$ cat config.mk
export PLATFORM = sky130hd
export DESIGN_NAME = touchpad_tap_swipe_gesture_detector_top_flat
export DESIGN_NICKNAME = d
export VERILOG_FILES = /design/src/rtl/core/ttsg_pkg.sv /design/src/rtl/core/ttsg_if.sv /design/src/rtl/core/ttsg_csr.sv /design/src/rtl/core/ttsg_core.sv /design/src/rtl/core/ttsg_rsp_buf.sv /design/src/rtl/core/touchpad_tap_swipe_gesture_detector_top.sv /design/src/flat_wrapper.sv
export SDC_FILE = /design/constraint.sdc
export NUM_CORES = 1
export LEC_CHECK = 0
export BUFFER_PORTS_ARGS = -buffer_cell sky130_fd_sc_hd__buf_2
export CORE_MARGIN = 8
export CORE_UTILIZATION = 57
export DETAILED_ROUTE_END_ITERATION = 12
export GPL_TIMING_DRIVEN = 0
export HOLD_SLACK_MARGIN = 0.05
export PLACE_DENSITY = 0.78
export SYNTH_ARGS = -nofsm -noshare
export SYNTH_HDL_FRONTEND = slang
export SYNTH_SLANG_ARGS = --single-unit
$ cat constraint.sdc
create_clock -name clock -period 5.7 [get_ports clock]
set_input_delay 0.57 -clock clock [delete_from_list [all_inputs] [get_ports clock]]
set_output_delay 0.57 -clock clock [all_outputs]
set_load 0.03 [all_outputs]
$ cat src/rtl/core/ttsg_pkg.sv
// Shared types, codes and reset constants of the touchpad tap and swipe gesture detector.
// No dependencies; every other file of the block imports it.
package ttsg_pkg;

   localparam int DELTA_W  = 16;
   localparam int SUM_W    = 24;
   localparam int CNT_W    = 16;
   localparam int MOTION_W = 20;
   localparam int CSR_AW   = 3;
   localparam int CSR_DW   = 20;

   typedef logic signed [DELTA_W-1:0] delta_type;
   typedef logic signed [SUM_W-1:0]   sum_type;
   typedef logic        [CNT_W-1:0]   cnt_type;
   typedef logic        [MOTION_W-1:0] motion_type;
   typedef logic        [CSR_AW-1:0]  csr_addr_type;
   typedef logic        [CSR_DW-1:0]  csr_data_type;

   // register indexes of the configuration port
   localparam csr_addr_type CSR_TAP_MAX_DURATION = 3'd0;
   localparam csr_addr_type CSR_TAP_MAX_MOTION   = 3'd1;
   localparam csr_addr_type CSR_MULTITAP_WINDOW  = 3'd2;
   localparam csr_addr_type CSR_SWIPE_MIN_MOTION = 3'd3;
   localparam csr_addr_type CSR_IDLE_TIMEOUT     = 3'd4;

   localparam cnt_type    TAP_MAX_DURATION_RST = 16'd200;
   localparam motion_type TAP_MAX_MOTION_RST   = 20'd50;
   localparam cnt_type    MULTITAP_WINDOW_RST  = 16'd250;
   localparam motion_type SWIPE_MIN_MOTION_RST = 20'd300;
   localparam cnt_type    IDLE_TIMEOUT_RST     = 16'd80;

   localparam cnt_type CNT_MAX = '1;

   typedef enum logic [1:0] {
      MODE_IDLE     = 2'd0,
      MODE_TOUCHING = 2'd1,
      MODE_TAP_WAIT = 2'd2
   } mode_type;

   typedef enum logic [1:0] {
      GEST_NONE  = 2'd0,
      GEST_CLICK = 2'd1,
      GEST_SWIPE = 2'd2
   } gesture_type;

   typedef enum logic [1:0] {
      BTN_LEFT   = 2'd0,
      BTN_RIGHT  = 2'd1,
      BTN_MIDDLE = 2'd2
   } button_type;

   typedef enum logic [1:0] {
      DIR_RIGHT = 2'd0,
      DIR_LEFT  = 2'd1,
      DIR_DOWN  = 2'd2,
      DIR_UP    = 2'd3
   } dir_type;

   typedef enum logic [1:0] {
      AXIS_X     = 2'd0,
      AXIS_Y     = 2'd1,
      AXIS_OTHER = 2'd2
   } axis_type;

   localparam logic CMD_EVENT = 1'b0;
   localparam logic CMD_TICK  = 1'b1;

   typedef struct packed {
      cnt_type    tap_max_duration;
      motion_type tap_max_motion;
      cnt_type    multitap_window;
      motion_type swipe_min_motion;
      cnt_type    idle_timeout;
   } cfg_type;

   typedef struct packed {
      logic      command;
      logic      is_relative;
      logic [1:0] axis;
      delta_type delta;
      logic      sync;
   } item_type;

   typedef struct packed {
      gesture_type gesture;
      button_type  button;
      dir_type     direction;
      sum_type     swipe_x;
      sum_type     swipe_y;
   } result_type;

endpackage

$ cat src/rtl/core/ttsg_if.sv
// Valid/ready channel interfaces for the request (event or tick) and response (gesture) sides.
// Depends on ttsg_pkg.
interface ttsg_req_if;
   import ttsg_pkg::*;
   logic       valid;
   logic       ready;
   logic       command;
   logic       is_relative;
   logic [1:0] axis;
   delta_type  delta;
   logic       sync;

   modport source (output valid, command, is_relative, axis, delta, sync, input ready);
   modport sink   (input valid, command, is_relative, axis, delta, sync, output ready);
endinterface

interface ttsg_rsp_if;
   import ttsg_pkg::*;
   logic       valid;
   logic       ready;
   logic [1:0] gesture;
   logic [1:0] button;
   logic [1:0] direction;
   sum_type    swipe_x;
   sum_type    swipe_y;

   modport source (output valid, gesture, button, direction, swipe_x, swipe_y, input ready);
   modport sink   (input valid, gesture, button, direction, swipe_x, swipe_y, output ready);
endinterface

$ cat src/rtl/core/ttsg_csr.sv
// Configuration registers: thresholds and timeouts written through the plain write port.
// Depends on ttsg_pkg.
module ttsg_csr (
   input  logic                  clock,
   input  logic                  reset,
   input  logic                  csr_wr_en,
   input  ttsg_pkg::csr_addr_type csr_index,
   input  ttsg_pkg::csr_data_type csr_wdata,
   output ttsg_pkg::cfg_type     cfg
);
   import ttsg_pkg::*;

   cfg_type cfg_ff;
   cfg_type cfg_in;

   always_comb begin
      cfg_in = cfg_ff;
      if (csr_wr_en) begin
         case (csr_index)
            CSR_TAP_MAX_DURATION: cfg_in.tap_max_duration = csr_wdata[CNT_W-1:0];
            CSR_TAP_MAX_MOTION:   cfg_in.tap_max_motion   = csr_wdata[MOTION_W-1:0];
            CSR_MULTITAP_WINDOW:  cfg_in.multitap_window  = csr_wdata[CNT_W-1:0];
            CSR_SWIPE_MIN_MOTION: cfg_in.swipe_min_motion = csr_wdata[MOTION_W-1:0];
            CSR_IDLE_TIMEOUT:     cfg_in.idle_timeout     = csr_wdata[CNT_W-1:0];
            default:              cfg_in = cfg_ff;
         endcase
      end
   end

   always_ff @(posedge clock) begin
      if (reset) begin
         cfg_ff.tap_max_duration <= TAP_MAX_DURATION_RST;
         cfg_ff.tap_max_motion   <= TAP_MAX_MOTION_RST;
         cfg_ff.multitap_window  <= MULTITAP_WINDOW_RST;
         cfg_ff.swipe_min_motion <= SWIPE_MIN_MOTION_RST;
         cfg_ff.idle_timeout     <= IDLE_TIMEOUT_RST;
      end else begin
         cfg_ff <= cfg_in;
      end
   end

   assign cfg = cfg_ff;

endmodule

$ cat src/rtl/core/ttsg_core.sv
// Gesture state: touch sums, latched deltas, timers, tap count, mode; one item per cycle with accept.
// Depends on ttsg_pkg; feeds its result to ttsg_rsp_buf.
module ttsg_core (
   input  logic                  clock,
   input  logic                  reset,
   input  ttsg_pkg::cfg_type     cfg,
   input  logic                  accept,
   input  ttsg_pkg::item_type    item,
   output ttsg_pkg::result_type  result
);
   import ttsg_pkg::*;

   mode_type   mode_ff, mode_in;
   sum_type    sum_x_ff, sum_x_in, sum_y_ff, sum_y_in;
   delta_type  lat_x_ff, lat_x_in, lat_y_ff, lat_y_in;
   cnt_type    touch_ff, touch_in, idle_ff, idle_in, win_ff, win_in;
   logic [1:0] taps_ff, taps_in;

   logic       is_tick, ev_rel, ev_sync;
   delta_type  lat_x_new, lat_y_new;
   cnt_type    touch_inc, idle_inc, win_inc;
   logic [SUM_W-1:0] mag_x, mag_y;
   logic [SUM_W:0]   total;
   logic       timeout_hit, is_tap, win_hit, is_swipe;
   sum_type    acc_x, acc_y;

   function automatic cnt_type cnt_sat_inc(input cnt_type c);
      cnt_sat_inc = (c == CNT_MAX) ? c : c + cnt_type'(1);
   endfunction

   function automatic sum_type sat_add(input sum_type a, input delta_type b);
      logic signed [SUM_W:0] s;
      s = {a[SUM_W-1], a} + (SUM_W+1)'(b);
      if (s[SUM_W] != s[SUM_W-1]) begin
         sat_add = s[SUM_W] ? {1'b1, {(SUM_W-1){1'b0}}} : {1'b0, {(SUM_W-1){1'b1}}};
      end else begin
         sat_add = s[SUM_W-1:0];
      end
   endfunction

   function automatic logic [SUM_W-1:0] magnitude(input sum_type v);
      magnitude = v[SUM_W-1] ? (~v + SUM_W'(1)) : v;
   endfunction

   assign is_tick = (item.command == CMD_TICK);
   assign ev_rel  = (item.command == CMD_EVENT) && item.is_relative;
   assign ev_sync = ev_rel && item.sync;

   assign lat_x_new = (ev_rel && item.axis == AXIS_X) ? item.delta : lat_x_ff;
   assign lat_y_new = (ev_rel && item.axis == AXIS_Y) ? item.delta : lat_y_ff;

   assign touch_inc = cnt_sat_inc(touch_ff);
   assign idle_inc  = cnt_sat_inc(idle_ff);
   assign win_inc   = cnt_sat_inc(win_ff);

   assign mag_x = magnitude(sum_x_ff);
   assign mag_y = magnitude(sum_y_ff);
   assign total = {1'b0, mag_x} + {1'b0, mag_y};

   // counters advance first, then compare
   assign timeout_hit = (idle_inc >= cfg.idle_timeout);
   assign is_tap      = (total < (SUM_W+1)'(cfg.tap_max_motion))
                        && (touch_inc < cfg.tap_max_duration);
   assign is_swipe    = (total >= (SUM_W+1)'(cfg.swipe_min_motion));
   assign win_hit     = (win_inc >= cfg.multitap_window);

   assign acc_x = sat_add(sum_x_ff, lat_x_new);
   assign acc_y = sat_add(sum_y_ff, lat_y_new);

   // next mode
   always_comb begin
      mode_in = mode_ff;
      case (mode_ff)
         MODE_TOUCHING: begin
            if (ev_sync) begin
               mode_in = MODE_TOUCHING;
            end else if (is_tick && timeout_hit) begin
               mode_in = is_tap ? MODE_TAP_WAIT : MODE_IDLE;
            end
         end
         MODE_TAP_WAIT: begin
            if (ev_sync) begin
               mode_in = MODE_TOUCHING;
            end else if (is_tick && win_hit) begin
               mode_in = MODE_IDLE;
            end
         end
         default: begin
            if (ev_sync) begin
               mode_in = MODE_TOUCHING;
            end
         end
      endcase
   end

   // data path and result
   always_comb begin
      sum_x_in = sum_x_ff;
      sum_y_in = sum_y_ff;
      lat_x_in = lat_x_ff;
      lat_y_in = lat_y_ff;
      touch_in = touch_ff;
      idle_in  = idle_ff;
      win_in   = win_ff;
      taps_in  = taps_ff;
      result   = '{gesture: GEST_NONE, button: BTN_LEFT, direction: DIR_RIGHT,
                   swipe_x: '0, swipe_y: '0};
      if (ev_sync) begin
         if (mode_ff == MODE_TOUCHING) begin
            sum_x_in = acc_x;
            sum_y_in = acc_y;
         end else begin
            sum_x_in = SUM_W'(lat_x_new);
            sum_y_in = SUM_W'(lat_y_new);
            touch_in = '0;
         end
         win_in   = '0;
         idle_in  = '0;
         lat_x_in = '0;
         lat_y_in = '0;
      end else if (ev_rel) begin
         lat_x_in = lat_x_new;
         lat_y_in = lat_y_new;
      end else if (is_tick && mode_ff == MODE_TOUCHING) begin
         touch_in = touch_inc;
         idle_in  = idle_inc;
         if (timeout_hit) begin
            sum_x_in = '0;
            sum_y_in = '0;
            if (is_tap) begin
               if (taps_ff != 2'd3) begin
                  taps_in = taps_ff + 2'd1;
               end
               win_in = '0;
            end else begin
               taps_in = '0;
               if (is_swipe) begin
                  result.gesture = GEST_SWIPE;
                  if (mag_x > mag_y) begin
                     result.direction = (!sum_x_ff[SUM_W-1] && sum_x_ff != '0) ?
                                        DIR_RIGHT : DIR_LEFT;
                  end else begin
                     result.direction = (!sum_y_ff[SUM_W-1] && sum_y_ff != '0) ?
                                        DIR_DOWN : DIR_UP;
                  end
                  result.swipe_x = sum_x_ff;
                  result.swipe_y = sum_y_ff;
               end
            end
         end
      end else if (is_tick && mode_ff == MODE_TAP_WAIT) begin
         win_in = win_inc;
         if (win_hit) begin
            result.gesture = GEST_CLICK;
            case (taps_ff)
               2'd1:    result.button = BTN_LEFT;
               2'd2:    result.button = BTN_RIGHT;
               default: result.button = BTN_MIDDLE;
            endcase
            taps_in = '0;
         end
      end
   end

   always_ff @(posedge clock) begin
      if (reset) begin
         mode_ff  <= MODE_IDLE;
         sum_x_ff <= '0;
         sum_y_ff <= '0;
         lat_x_ff <= '0;
         lat_y_ff <= '0;
         touch_ff <= '0;
         idle_ff  <= '0;
         win_ff   <= '0;
         taps_ff  <= '0;
      end else if (accept) begin
         mode_ff  <= mode_in;
         sum_x_ff <= sum_x_in;
         sum_y_ff <= sum_y_in;
         lat_x_ff <= lat_x_in;
         lat_y_ff <= lat_y_in;
         touch_ff <= touch_in;
         idle_ff  <= idle_in;
         win_ff   <= win_in;
         taps_ff  <= taps_in;
      end
   end

   a_sync_touches: assert property (@(posedge clock) disable iff (reset)
      accept && ev_sync |=> mode_ff == MODE_TOUCHING && lat_x_ff == '0 && lat_y_ff == '0)
      else $error("sync transfer did not start or extend a touch");

   a_click_clears: assert property (@(posedge clock) disable iff (reset)
      accept && result.gesture == GEST_CLICK |=> mode_ff == MODE_IDLE && taps_ff == 2'd0)
      else $error("click left taps or mode behind");

   a_wait_has_taps: assert property (@(posedge clock) disable iff (reset)
      mode_ff == MODE_TAP_WAIT |-> taps_ff != 2'd0)
      else $error("waiting for a further tap with no tap counted");

endmodule

$ cat src/rtl/core/ttsg_rsp_buf.sv
// Result register with a skid stage, so a new item is taken while a result still waits.
// Depends on ttsg_pkg.
module ttsg_rsp_buf (
   input  logic                 clock,
   input  logic                 reset,
   input  logic                 push,
   input  ttsg_pkg::result_type push_data,
   output logic                 room,
   output logic                 out_valid,
   input  logic                 out_ready,
   output ttsg_pkg::result_type out_data
);
   import ttsg_pkg::*;

   logic       main_v_ff, main_v_in, skid_v_ff, skid_v_in;
   result_type main_ff, main_in, skid_ff, skid_in;
   logic       pop;

   assign pop = main_v_ff && out_ready;

   always_comb begin
      main_v_in = main_v_ff;
      skid_v_in = skid_v_ff;
      main_in   = main_ff;
      skid_in   = skid_ff;
      if (skid_v_ff) begin
         // advance the skid entry once the head transfers
         if (pop) begin
            main_in   = skid_ff;
            skid_v_in = 1'b0;
         end
      end else if (push) begin
         if (!main_v_ff || pop) begin
            main_in   = push_data;
            main_v_in = 1'b1;
         end else begin
            skid_in   = push_data;
            skid_v_in = 1'b1;
         end
      end else if (pop) begin
         main_v_in = 1'b0;
      end
   end

   always_ff @(posedge clock) begin
      if (reset) begin
         main_v_ff <= 1'b0;
         skid_v_ff <= 1'b0;
      end else begin
         main_v_ff <= main_v_in;
         skid_v_ff <= skid_v_in;
      end
      main_ff <= main_in;
      skid_ff <= skid_in;
   end

   assign room      = !skid_v_ff;
   assign out_valid = main_v_ff;
   assign out_data  = main_ff;

   a_skid_behind_main: assert property (@(posedge clock) disable iff (reset)
      skid_v_ff |-> main_v_ff)
      else $error("skid entry held with empty result register");

   a_no_push_when_full: assert property (@(posedge clock) disable iff (reset)
      skid_v_ff |-> !push)
      else $error("result pushed with both stages full");

   a_head_held: assert property (@(posedge clock) disable iff (reset)
      main_v_ff && !out_ready |=> main_v_ff && main_ff == $past(main_ff))
      else $error("stalled result lost or changed");

endmodule

$ cat src/rtl/core/touchpad_tap_swipe_gesture_detector_top.sv
// Touchpad tap, multi-tap and swipe gesture detector. Every request transfer (a
// relative-motion event or a one-millisecond tick) yields exactly one response
// transfer, gesture none, click or swipe, in order. The block takes one request
// per clock cycle: the whole state update is one pass of adders and comparators
// from the request payload into the state registers and the result register,
// and a two-stage result buffer keeps req_ch.ready high while a single result
// waits; it drops only when two results are pending. Each result is registered
// in the result buffer before it reaches rsp_ch. Write the thresholds through
// the csr_ port only while no request is in flight and no response is pending.
// Depends on ttsg_pkg, ttsg_if, ttsg_csr, ttsg_core and ttsg_rsp_buf.
module touchpad_tap_swipe_gesture_detector_top (
   input  logic                   clock,
   input  logic                   reset,
   ttsg_req_if.sink               req_ch,
   ttsg_rsp_if.source             rsp_ch,
   input  logic                   csr_wr_en,
   input  ttsg_pkg::csr_addr_type csr_index,
   input  ttsg_pkg::csr_data_type csr_wdata
);
   import ttsg_pkg::*;

   cfg_type    cfg;
   item_type   item;
   result_type core_result, rsp_result;
   logic       room, accept;

   assign item = '{command: req_ch.command, is_relative: req_ch.is_relative,
                   axis: req_ch.axis, delta: req_ch.delta, sync: req_ch.sync};

   assign req_ch.ready = room;
   assign accept       = req_ch.valid && room;

   ttsg_csr u_csr (
      .clock     (clock),
      .reset     (reset),
      .csr_wr_en (csr_wr_en),
      .csr_index (csr_index),
      .csr_wdata (csr_wdata),
      .cfg       (cfg)
   );

   ttsg_core u_core (
      .clock  (clock),
      .reset  (reset),
      .cfg    (cfg),
      .accept (accept),
      .item   (item),
      .result (core_result)
   );

   ttsg_rsp_buf u_rsp_buf (
      .clock     (clock),
      .reset     (reset),
      .push      (accept),
      .push_data (core_result),
      .room      (room),
      .out_valid (rsp_ch.valid),
      .out_ready (rsp_ch.ready),
      .out_data  (rsp_result)
   );

   assign rsp_ch.gesture   = rsp_result.gesture;
   assign rsp_ch.button    = rsp_result.button;
   assign rsp_ch.direction = rsp_result.direction;
   assign rsp_ch.swipe_x   = rsp_result.swipe_x;
   assign rsp_ch.swipe_y   = rsp_result.swipe_y;

endmodule
$ cat src/flat_wrapper.sv
// flat-port wrapper written by rule: the top's interface ports become plain ports
module touchpad_tap_swipe_gesture_detector_top_flat import ttsg_pkg::*;
  (clock, reset, csr_wr_en, csr_index, csr_wdata, req_ch_valid, req_ch_command, req_ch_is_relative, req_ch_axis, req_ch_delta, req_ch_sync, req_ch_ready, rsp_ch_valid, rsp_ch_gesture, rsp_ch_button, rsp_ch_direction, rsp_ch_swipe_x, rsp_ch_swipe_y, rsp_ch_ready);
  ttsg_req_if req_ch_i ();
  ttsg_rsp_if rsp_ch_i ();
  input  logic clock;
  input  logic reset;
  input  logic csr_wr_en;
  input  ttsg_pkg::csr_addr_type csr_index;
  input  ttsg_pkg::csr_data_type csr_wdata;
  input wire logic [$bits(req_ch_i.valid)-1:0] req_ch_valid;
  input wire logic [$bits(req_ch_i.command)-1:0] req_ch_command;
  input wire logic [$bits(req_ch_i.is_relative)-1:0] req_ch_is_relative;
  input wire logic [$bits(req_ch_i.axis)-1:0] req_ch_axis;
  input wire logic [$bits(req_ch_i.delta)-1:0] req_ch_delta;
  input wire logic [$bits(req_ch_i.sync)-1:0] req_ch_sync;
  output wire logic [$bits(req_ch_i.ready)-1:0] req_ch_ready;
  output wire logic [$bits(rsp_ch_i.valid)-1:0] rsp_ch_valid;
  output wire logic [$bits(rsp_ch_i.gesture)-1:0] rsp_ch_gesture;
  output wire logic [$bits(rsp_ch_i.button)-1:0] rsp_ch_button;
  output wire logic [$bits(rsp_ch_i.direction)-1:0] rsp_ch_direction;
  output wire logic [$bits(rsp_ch_i.swipe_x)-1:0] rsp_ch_swipe_x;
  output wire logic [$bits(rsp_ch_i.swipe_y)-1:0] rsp_ch_swipe_y;
  input wire logic [$bits(rsp_ch_i.ready)-1:0] rsp_ch_ready;
  assign req_ch_i.valid = req_ch_valid;
  assign req_ch_i.command = req_ch_command;
  assign req_ch_i.is_relative = req_ch_is_relative;
  assign req_ch_i.axis = req_ch_axis;
  assign req_ch_i.delta = req_ch_delta;
  assign req_ch_i.sync = req_ch_sync;
  assign req_ch_ready = req_ch_i.ready;
  assign rsp_ch_valid = rsp_ch_i.valid;
  assign rsp_ch_gesture = rsp_ch_i.gesture;
  assign rsp_ch_button = rsp_ch_i.button;
  assign rsp_ch_direction = rsp_ch_i.direction;
  assign rsp_ch_swipe_x = rsp_ch_i.swipe_x;
  assign rsp_ch_swipe_y = rsp_ch_i.swipe_y;
  assign rsp_ch_i.ready = rsp_ch_ready;
  touchpad_tap_swipe_gesture_detector_top u_core (.clock(clock), .reset(reset), .req_ch(req_ch_i), .rsp_ch(rsp_ch_i), .csr_wr_en(csr_wr_en), .csr_index(csr_index), .csr_wdata(csr_wdata));
endmodule
After elaboration in Yosys (flattened, before gate mapping)
Cells that the tools add are included.

word-level totals
  flip-flop bits (word level) = 330
  latch bits = 0
  bits in writable memories = 0
  memory bits (read-only) = 0
  bits of input ports = 49
  output and inout bits = 56
  logic and storage cells = 196
  memories = 0

operators by class
  $add $sub $neg = 9
  $mul = 0
  divide/modulo/power cells = 0
  $lt $le $gt $ge = 6
  eq/ne operators = 25
  shift-type cells = 0
  multiplexer cells = 76
  bitwise operators = 7
  reductions and logical operators = 47

operators by type and width
  cell                   count
  $mux 16                22
  $mux 54                6
  $mux 24                13
  $mux 50                4
  $add 24x16->25         2
  $add 16x1->16 const B  3
  $add 24x2->24 const B  2
  $eq 16x16->1 const B   3
  $not 24->24            2
  $reduce_bool 24->1     2
  $mux 2                 18
  $ge 16x16->1           2
  $add 24x24->25         1
  $ge 25x20->1           1
  $lt 25x20->1           1
  $gt 24x24->1           1
  $lt 16x16->1           1
  $reduce_bool 2->1      8
  $logic_and 1x1->1      13
  $ne 3x3->1 const B     4
  $reduce_and 2->1       6
  $reduce_and 3->1       4
  $reduce_and 4->1       3
  $mux 1                 9
  other kinds (20)       39

Depth between registers and ports, before layout
Gate-level depths: netlist of run 1.

  depth after elaboration = 14
  depth in mapped cells = 29
  gate-level depth less buffers = 26

By module
Synthesis of run 1 repeated with hierarchy kept, for this count alone.

unflattened totals
  cells, all modules = 2441
  area total of the unflattened synthesis = 22358.9 µm²

modules (own cells, without submodules)
  module                                   instances  cells an instance  area each (µm²)  seq. area each (µm²)
  ttsg_core                                1          1937               14796.7          2642.5
  ttsg_rsp_buf                             1          182                4056.4           3283.1
  ttsg_csr                                 1          321                3499.6           1761.7
  touchpad_tap_swipe_gesture_detector_top  1          1                  6.3              0.0

Least setup slack after synthesis of run 1
OpenSTA, ideal clock, no wires.

  kind = flip-flop to flip-flop
  start point = register u_core.u_core.sum_y_ff[2]
  end point = register u_core.u_rsp_buf.skid_ff[39] in the netlist's numbering, data pin
  library setup time = 0.255 ns
  data arrival time = 5.111 ns
  required time = 5.445 ns
  slack = 0.335 ns
  cell stages (with the launch flop) = 28
  path buffers = 4
  period minus slack after synthesis = 5.365 ns
  path through = dfxtp_1 clkbuf_1 nor3_1 nand3b_1 or2_2 or3_1 nor2_1 inv_1 o41a_1 xor2_1 ha_1 clkbuf_1 nand2_1 o21ai_0 nor2_1 a31oi_1 xor2_1 ha_1 a211oi_1 o2111ai_1 a211oi_2 a21oi_1 o21ai_0 a21o_1 buf_4 inv_2 buf_2 and2_1

RTL lines
  what                      RTL line            source
  start: declaration        ttsg_core.sv:14     sum_type sum_x_ff, sum_x_in, sum_y_ff, sum_y_in;
  start signal: assignment  ttsg_core.sv:179    sum_y_ff <= sum_y_in;
  end signal: assignment    ttsg_rsp_buf.sv:54  skid_ff <= skid_in;
  end: declaration          ttsg_rsp_buf.sv:16  result_type main_ff, main_in, skid_ff, skid_in;

==> results of run 1 <==
==> power groups by stage <==
stage                     sequential, uW  clock, uW  combinational, uW
after floorplan                     2620          0                242
after global placement              2560          0                458
after detailed placement            2560          0                474
after CTS                           2510       2630                485
after global routing                2510       2720                539
final                               2510       2610                502
==> stage by stage <==
step,cells,setup WS (ns),instance area [um^2]
finish,3371,0.1154,25140
floorplan,2651,0.3348,21930
detailed placement,3274,-1.051,23150
CTS,3351,0.009786,24730
global placement,3272,-0.9968,23090
global route,3370,-0.02726,25140
==> routing by layer <==
layer	wire length (um)	vias up	GRT usage [%]
li1	-	9700	-
met1	26760	9728	36.20
met2	30130	900	46.06
met3	5772	175	3.641
met4	2363	0	11.26
met5	0	-	0
==> layout make-up <==
cell class / count / share of cell area [%]
Timing Repair Buffer: 136 / 3.155
Sequential cell: 330 / 30.66
Tap cell: 518 / 2.578
Inverter: 161 / 2.444
Clock inverter: 19 / 0.9804
Multi-Input combinational cell: 2020 / 53.23
Clock buffer: 51 / 4.310
Buffer: 133 / 2.613
Antenna cell: 3 / 0.02986
==> flip-flops by register name, summed over array words and instances (netlist names) <==
register	count
u_core.u_core.touch_ff	16
u_core.u_core.taps_ff	2
u_core.u_core.mode_ff	2
u_core.u_core.lat_x_ff	16
u_core.u_core.idle_ff	16
u_core.u_rsp_buf.out_data	54
u_core.u_rsp_buf.out_valid	1
u_core.u_rsp_buf.skid_ff	54
u_core.u_core.lat_y_ff	16
u_core.u_core.win_ff	16
u_core.u_core.sum_x_ff	24
u_core.u_rsp_buf.skid_v_ff	1
u_core.u_core.sum_y_ff	24
u_core.u_csr.cfg	88
==> cell families (layout without fill, tap and decap cells) <==
group / Yosys count / after routing / synth area share [%]
AO/OA/AOI/OAI: 702 / 702 / 20.45
flip-flops: 330 / 330 / 35.06
AND/OR/NAND/NOR: 952 / 952 / 20.26
XOR/XNOR: 120 / 120 / 4.793
adder cells (fa/ha/maj): 197 / 197 / 11.31
buffers and inverters: 301 / 500 / 5.632
multiplexers: 49 / 49 / 2.494
other: 0 / 3 / 0
==> critical path, stage by stage, from the launching register on <==
cell and delay, ns:
dfxtp_2 0.36, inv_4 0.07, ha_2 0.19, nand3b_1 0.12, or2_4 0.28, or3_4 0.35, nor2_4 0.13, inv_1 0.06
o41a_1 0.41, xor2_2 0.19, ha_4 0.36, nand4_1 0.13, a21oi_1 0.15, nor2_1 0.07, a31oi_2 0.25, xor2_2 0.21
ha_1 0.28, a211oi_2 0.26, o2111ai_1 0.16, a211oi_2 0.30, a21oi_1 0.06, o21ai_1 0.10, a21o_1 0.26, buf_4 0.16
clkbuf_4 0.24, o21ai_1 0.13
==> how the worst max path moves through the flow <==
stage,start,end,slack (ns),depth (start not counted)
floorplan,u_core.u_core.sum_y_ff[2],u_core.u_rsp_buf.skid_ff[39],0.33,27
global placement,u_core.u_core.sum_y_ff[1],u_core.u_rsp_buf.out_data[30],-1.0,25
detailed placement,u_core.u_core.sum_y_ff[2],u_core.u_rsp_buf.out_data[30],-1.05,25
CTS,u_core.u_core.idle_ff[3],u_core.u_core.sum_y_ff[14],0.01,20
global route,u_core.u_core.sum_y_ff[1],u_core.u_rsp_buf.out_data[0],-0.03,28
finish,u_core.u_core.sum_y_ff[1],u_core.u_rsp_buf.out_data[26],0.12,25
==> layout by cell type, fill, tap and decap left out, types with 26 or more instances in the layout <==
cell type / count
o21ai_1: 36
clkbuf_1: 103
o21ai_0: 124
mux2_2: 41
xor2_1: 27
a22oi_1: 44
edfxtp_1: 108
clkbuf_16: 41
o21a_1: 27
ha_1: 185
buf_2: 109
nand3_1: 67
and2_1: 54
nor2_1: 184
nand4_1: 26
xnor2_1: 85
a21o_1: 44
inv_1: 154
buf_4: 32
a21oi_1: 216
o211ai_1: 35
o31ai_1: 28
nand2_1: 419
dfxtp_1: 211
nor3_1: 37
==> repair_timing <==
item	in CTS	in global routing
endpoints found under the setup margin	121	145
buffers inserted	13	19
pin swaps	10	28
resized for setup	61	73
==> flow_summary.toml, run 1 <==
[outcome]
outcome = "finished, final reports clean"

[timing]
rsz0062_at_grt = "true"
worst_slew_pin_slew_ns = 1.024
hold_viol = 0
period_share_pct = 97.98
tns_ns = 0
setup_viol = 0
slew_viol_final = 0
period_needed_ns = 5.585
max_slew_margin_pct = 31.18
fin_hold_ws_ns = 0.2803
clock-skew-final_ns = 0.02043
fmax_mhz = 179.1

[yosys]
yosys-top-cells-area = "dfxtp_1 (20%), edfxtp_1 (15%), ha_1 (11%), nand2_1 (7.2%), a21oi_1 (5.1%)"
synth.largest_area_cell = "dfxtp_1"
synth_common_cells = "nand2_1 (420), a21oi_1 (222), dfxtp_1 (222)"
yosysMostFrequentCell = "nand2_1"
netlist.area_leader.share_pct = 20.27
synth_edf_count = 108
ys.flop_type = "dfxtp_1"
avgSynthCellArea_um2 = 8.271
ys.warnings.count = 0
syn_inst = 2651
async_flop_share_pct = 0
syn-cell-area_um2 = 21930
yosysSeqAreaShare_pct = 35.06
synth_cell_types = 105
synth-seq-cells = 330
synthesis.nets = 2894

[floorplan]
core.rowCount = 72
die_x_um = 212.1
start_util_pct = 57.27
io_pins = 105
dieArea_um2 = 45000
fp.coreArea_um2 = 38290
die_y_um = 212.1

[power]
powerDensity_nw_per_um2 = 223.6
p_leak_uw = 0.01011
intPower_uw = 4215
seq_power_share_pct = 44.6
p_sw_uw = 1406
comb_power_share_pct = 8.9
swShare_pct = 25.01
p_total_uw = 5621
pwr-share-clk_pct = 46.4
ir_worst_vdd_mv = 0.1949

[drt]
drc = 0
vias = 20500
drt_iter0_drc = 2034
ant_nets = 0
viasPerCell = 6.082
wl_per_cell_um = 19.29
firstDrtPassIters = 6
routed_wl_um = 65020

[global_routing]
track_usage_pct = 27.73
grt_pass1_wl_um = 100200
grt_pass1_vias = 19310
antenna_found_initial = 3
grt_max_degree = 34
grt_overflow = 0

[clock_network]
clockBufferDepth = 3
htreeDepth = 2
root_buffer = "clkbuf_16"
cts_tree = "done"
clk_latency_ns = 0.57
numCtsBuffers = 38
cts.sinks = 330
ctsHoldBuffers = 0
path_clk_slew_ns = 0.06

[critical_path]
r2r-start = "u_core.u_core.sum_y_ff[1]"
reg2reg_slack_ns = 0.12
cp_data_required_time_ns = 5.99
cp_max_fo = 10
critical_path_class = "flip-flop to flip-flop"
crit_arrival_ns = 5.87
r2r_end = "u_core.u_rsp_buf.out_data[26]"
endpoint_kind = "flip-flop"
worstRegToRegCells = 25
startpoint_type = "flip-flop"

[layout]
nets = 3063
drive_gt1_share_pct = 13.54
syn2layout_area_growth_pct = 14.65
seqCellArea_um2 = 7709
postLayoutCoreUtil_pct = 65.66
multiInputGateArea_um2 = 13380
nFillCells = 3127

[run]
max_cap_violations = 0

[min_path]
hp-class = "input pin to flip-flop"
whs_path_depth = 2
min-delay-start = "rsp_ch_ready"
min_to = "u_core.u_rsp_buf.skid_v_ff"

[placement]
place.gp.congestion = 0.9595
io_buffers = 103
hpwlAfterDp_um = 49060
(Power assumes the default switching activity.)
==> run 2: changes to the inputs <==
--- a/config.mk
+++ b/config.mk
@@ -5,13 +5,13 @@
 export SDC_FILE = /design/constraint.sdc
 export NUM_CORES = 1
 export LEC_CHECK = 0
+export ABC_AREA = 0
 export BUFFER_PORTS_ARGS = -buffer_cell sky130_fd_sc_hd__buf_2
 export CORE_MARGIN = 8
-export CORE_UTILIZATION = 57
+export CORE_UTILIZATION = 29
 export DETAILED_ROUTE_END_ITERATION = 12
 export GPL_TIMING_DRIVEN = 0
 export HOLD_SLACK_MARGIN = 0.05
-export PLACE_DENSITY = 0.78
 export SYNTH_ARGS = -nofsm -noshare
 export SYNTH_HDL_FRONTEND = slang
 export SYNTH_SLANG_ARGS = --single-unit
==> run 2 against run 1 <==
Setup slack improved by 0.042 ns. Global-route usage fell by 13 points. Cell area rose by 2.8%. Register-to-register slack improved by 0.04 ns. Flip-flop and latch count did not move. Clock power rose by 3%. Die area rose by 88%. Sequential power barely moved. First-iteration DRC count fell by 40%. Worst hold slack got worse by 0.042 ns. Critical path depth rose by 2. Critical endpoint is now u_core.u_rsp_buf.skid_ff[41]. Highest routed layer is now met5.
==> flow_summary.toml, run 2 (synthesis results as in run 1) <==
[outcome]
outcome = "finished, final reports clean"

[timing]
clock-skew-final_ns = 0.02830
setup_viol = 0
period_share_pct = 97.24
rsz0062_at_grt = "true"
slew_viol_final = 0
period_needed_ns = 5.543
fmax_mhz = 180.4
worst_slew_pin_slew_ns = 1.079
fin_ws_ns = 0.1574
max_slew_margin_pct = 28.07
fin_hold_ws_ns = 0.2380
hold_viol = 0

[drt]
routed_wl_um = 67740
firstDrtPassIters = 5
viasPerCell = 5.107
vias = 19580
drt_iter0_drc = 1219
wl_per_cell_um = 17.67
drc = 0
ant_nets = 0

[critical_path]
critical_path_class = "flip-flop to flip-flop"
startpoint_type = "flip-flop"
cp_data_required_time_ns = 6.00
endpoint_kind = "flip-flop"
reg2reg_slack_ns = 0.16
crit_arrival_ns = 5.84
worstRegToRegCells = 27
critical_path.endpoint = "u_core.u_rsp_buf.skid_ff[41]"
r2r-start = "u_core.u_core.sum_y_ff[0]"
cp_max_fo = 10
r2r_end = "u_core.u_rsp_buf.skid_ff[41]"
crit_start = "u_core.u_core.sum_y_ff[0]"

[layout]
seqCellArea_um2 = 7714
nFillCells = 7808
largest_register_ffs = 88
final_cell_mix = "nand2_1 (419), a21oi_1 (214), dfxtp_1 (211)"
drive_gt1_share_pct = 13.75
syn2layout_area_growth_pct = 17.87
final_common_cell = "nand2_1"
fin_area_um2 = 25850
nets = 3064
instances_no_fill = 3833
multiInputGateArea_um2 = 13400

[global_routing]
antenna_found_initial = 7
grt_max_degree = 40
grt_pass1_wl_um = 104400
track_usage_pct = 15.23
grt_pass1_vias = 18420
grt_overflow = 0

[floorplan]
fp.coreArea_um2 = 75440
die_y_um = 291.0
io_pins = 105
start_util_pct = 29.06
dieArea_um2 = 84670
die_x_um = 291.0
core.rowCount = 101

[run]
max_cap_violations = 0

[min_path]
min-delay-start = "rsp_ch_ready"
hp-class = "input pin to flip-flop"

[placement]
place_ws_ns = -1.054
io_buffers = 103
dp.cells = 3735
hpwlAfterDp_um = 52190
placed_cell_area_um2 = 23750
place.gp.congestion = 0.8967

[power]
ir_worst_vdd_mv = 0.2014
p_total_uw = 5721
p_leak_uw = 0.01018
powerDensity_nw_per_um2 = 221.4

[clock_network]
root_buffer = "clkbuf_16"
numCtsBuffers = 39
htreeDepth = 2
cts_tree = "done"
cts.sinks = 330
path_clk_slew_ns = 0.06
clk_latency_ns = 0.57
clockBufferDepth = 3
==> run 2: changes by cell type in the layout (fill, tap and decap cells not counted), sizes merged <==
cell,previous run,this run
buf,159,160
diode,3,4
==> run 2: worst min-delay path by stage <==
stage / end / slack [ns] / cells past startpoint
6_report: u_core.u_rsp_buf.skid_v_ff / 0.24 / 2
5_1_grt: u_core.u_rsp_buf.skid_v_ff / 0.23 / 2
4_1_cts: u_core.u_rsp_buf.skid_v_ff / 0.21 / 2
3_5_place_dp: u_core.u_csr.cfg[59] / 0.45 / 2
3_3_place_gp: u_core.u_csr.cfg[63] / 0.44 / 2
2_1_floorplan: u_core.u_csr.cfg[52] / 0.43 / 2
==> run 2: stage by stage <==
stage / utilization, % / setup TNS [ns]
6_report: 34.26 / 0
5_1_grt: 34.25 / -4.328
4_1_cts: 33.56 / 0
3_5_place_dp: 31.48 / -114.49
3_3_place_gp: 31.37 / -153.02
2_1_floorplan: - / 0
==> run 2: area by class of cell <==
cell class,count,share of cell area [%]
clock inverters,19,0.9634
plain buffers,132,2.609
flip-flops and latches,330,29.84
well taps,978,4.734
diodes,4,0.03873
clock buffers,52,4.362
repair buffers,137,3.234
multi-input cells,2020,51.83
inverters,161,2.387
==> run 2: report_power, final <==
part | leakage (uW) | switching, uW | internal, uW | total, uW
sequential | 0.00281 | 25.3 | 2480 | 2510
combinational | 0.00669 | 355 | 157 | 512
clock | 0.000676 | 1070 | 1630 | 2700
==> run 2: routing by layer <==
metal,global-route usage (%),part of all wire [%],vias up
met4,5.418,3.3,6
met1,19.55,45,9226
met5,0,0.056,-
met3,2.636,5.2,123
met2,25.56,46,488
li1,-,-,9734
==> run 2: timing repair <==
item,CTS,global route
hold endpoints to repair,0,0
cloned,0,2
buffers inserted,10,20
pin swaps,5,26
resized for setup,58,102
hold buffers,0,0
endpoints found under the setup margin,131,133
==> run 2: worst max-delay path, cell delays in order (launching register included) <==
cell       delay (ns)
dfxtp_4          0.37
inv_2            0.07
ha_2             0.18
nand3b_1         0.11
or2_4            0.27
or3_4            0.35
nor2_4           0.15
inv_2            0.05
o41a_1           0.40
xor2_2           0.19
ha_4             0.33
nand4_1          0.12
a21oi_1          0.14
nor2_1           0.07
a31oi_2          0.25
xor2_2           0.22
ha_1             0.28
a211oi_2         0.28
o2111ai_2        0.14
a211oi_2         0.29
buf_4            0.15
a21oi_1          0.03
o21ai_1          0.07
a21o_2           0.27
buf_8            0.17
inv_8            0.05
buf_6            0.13
and2_1           0.15
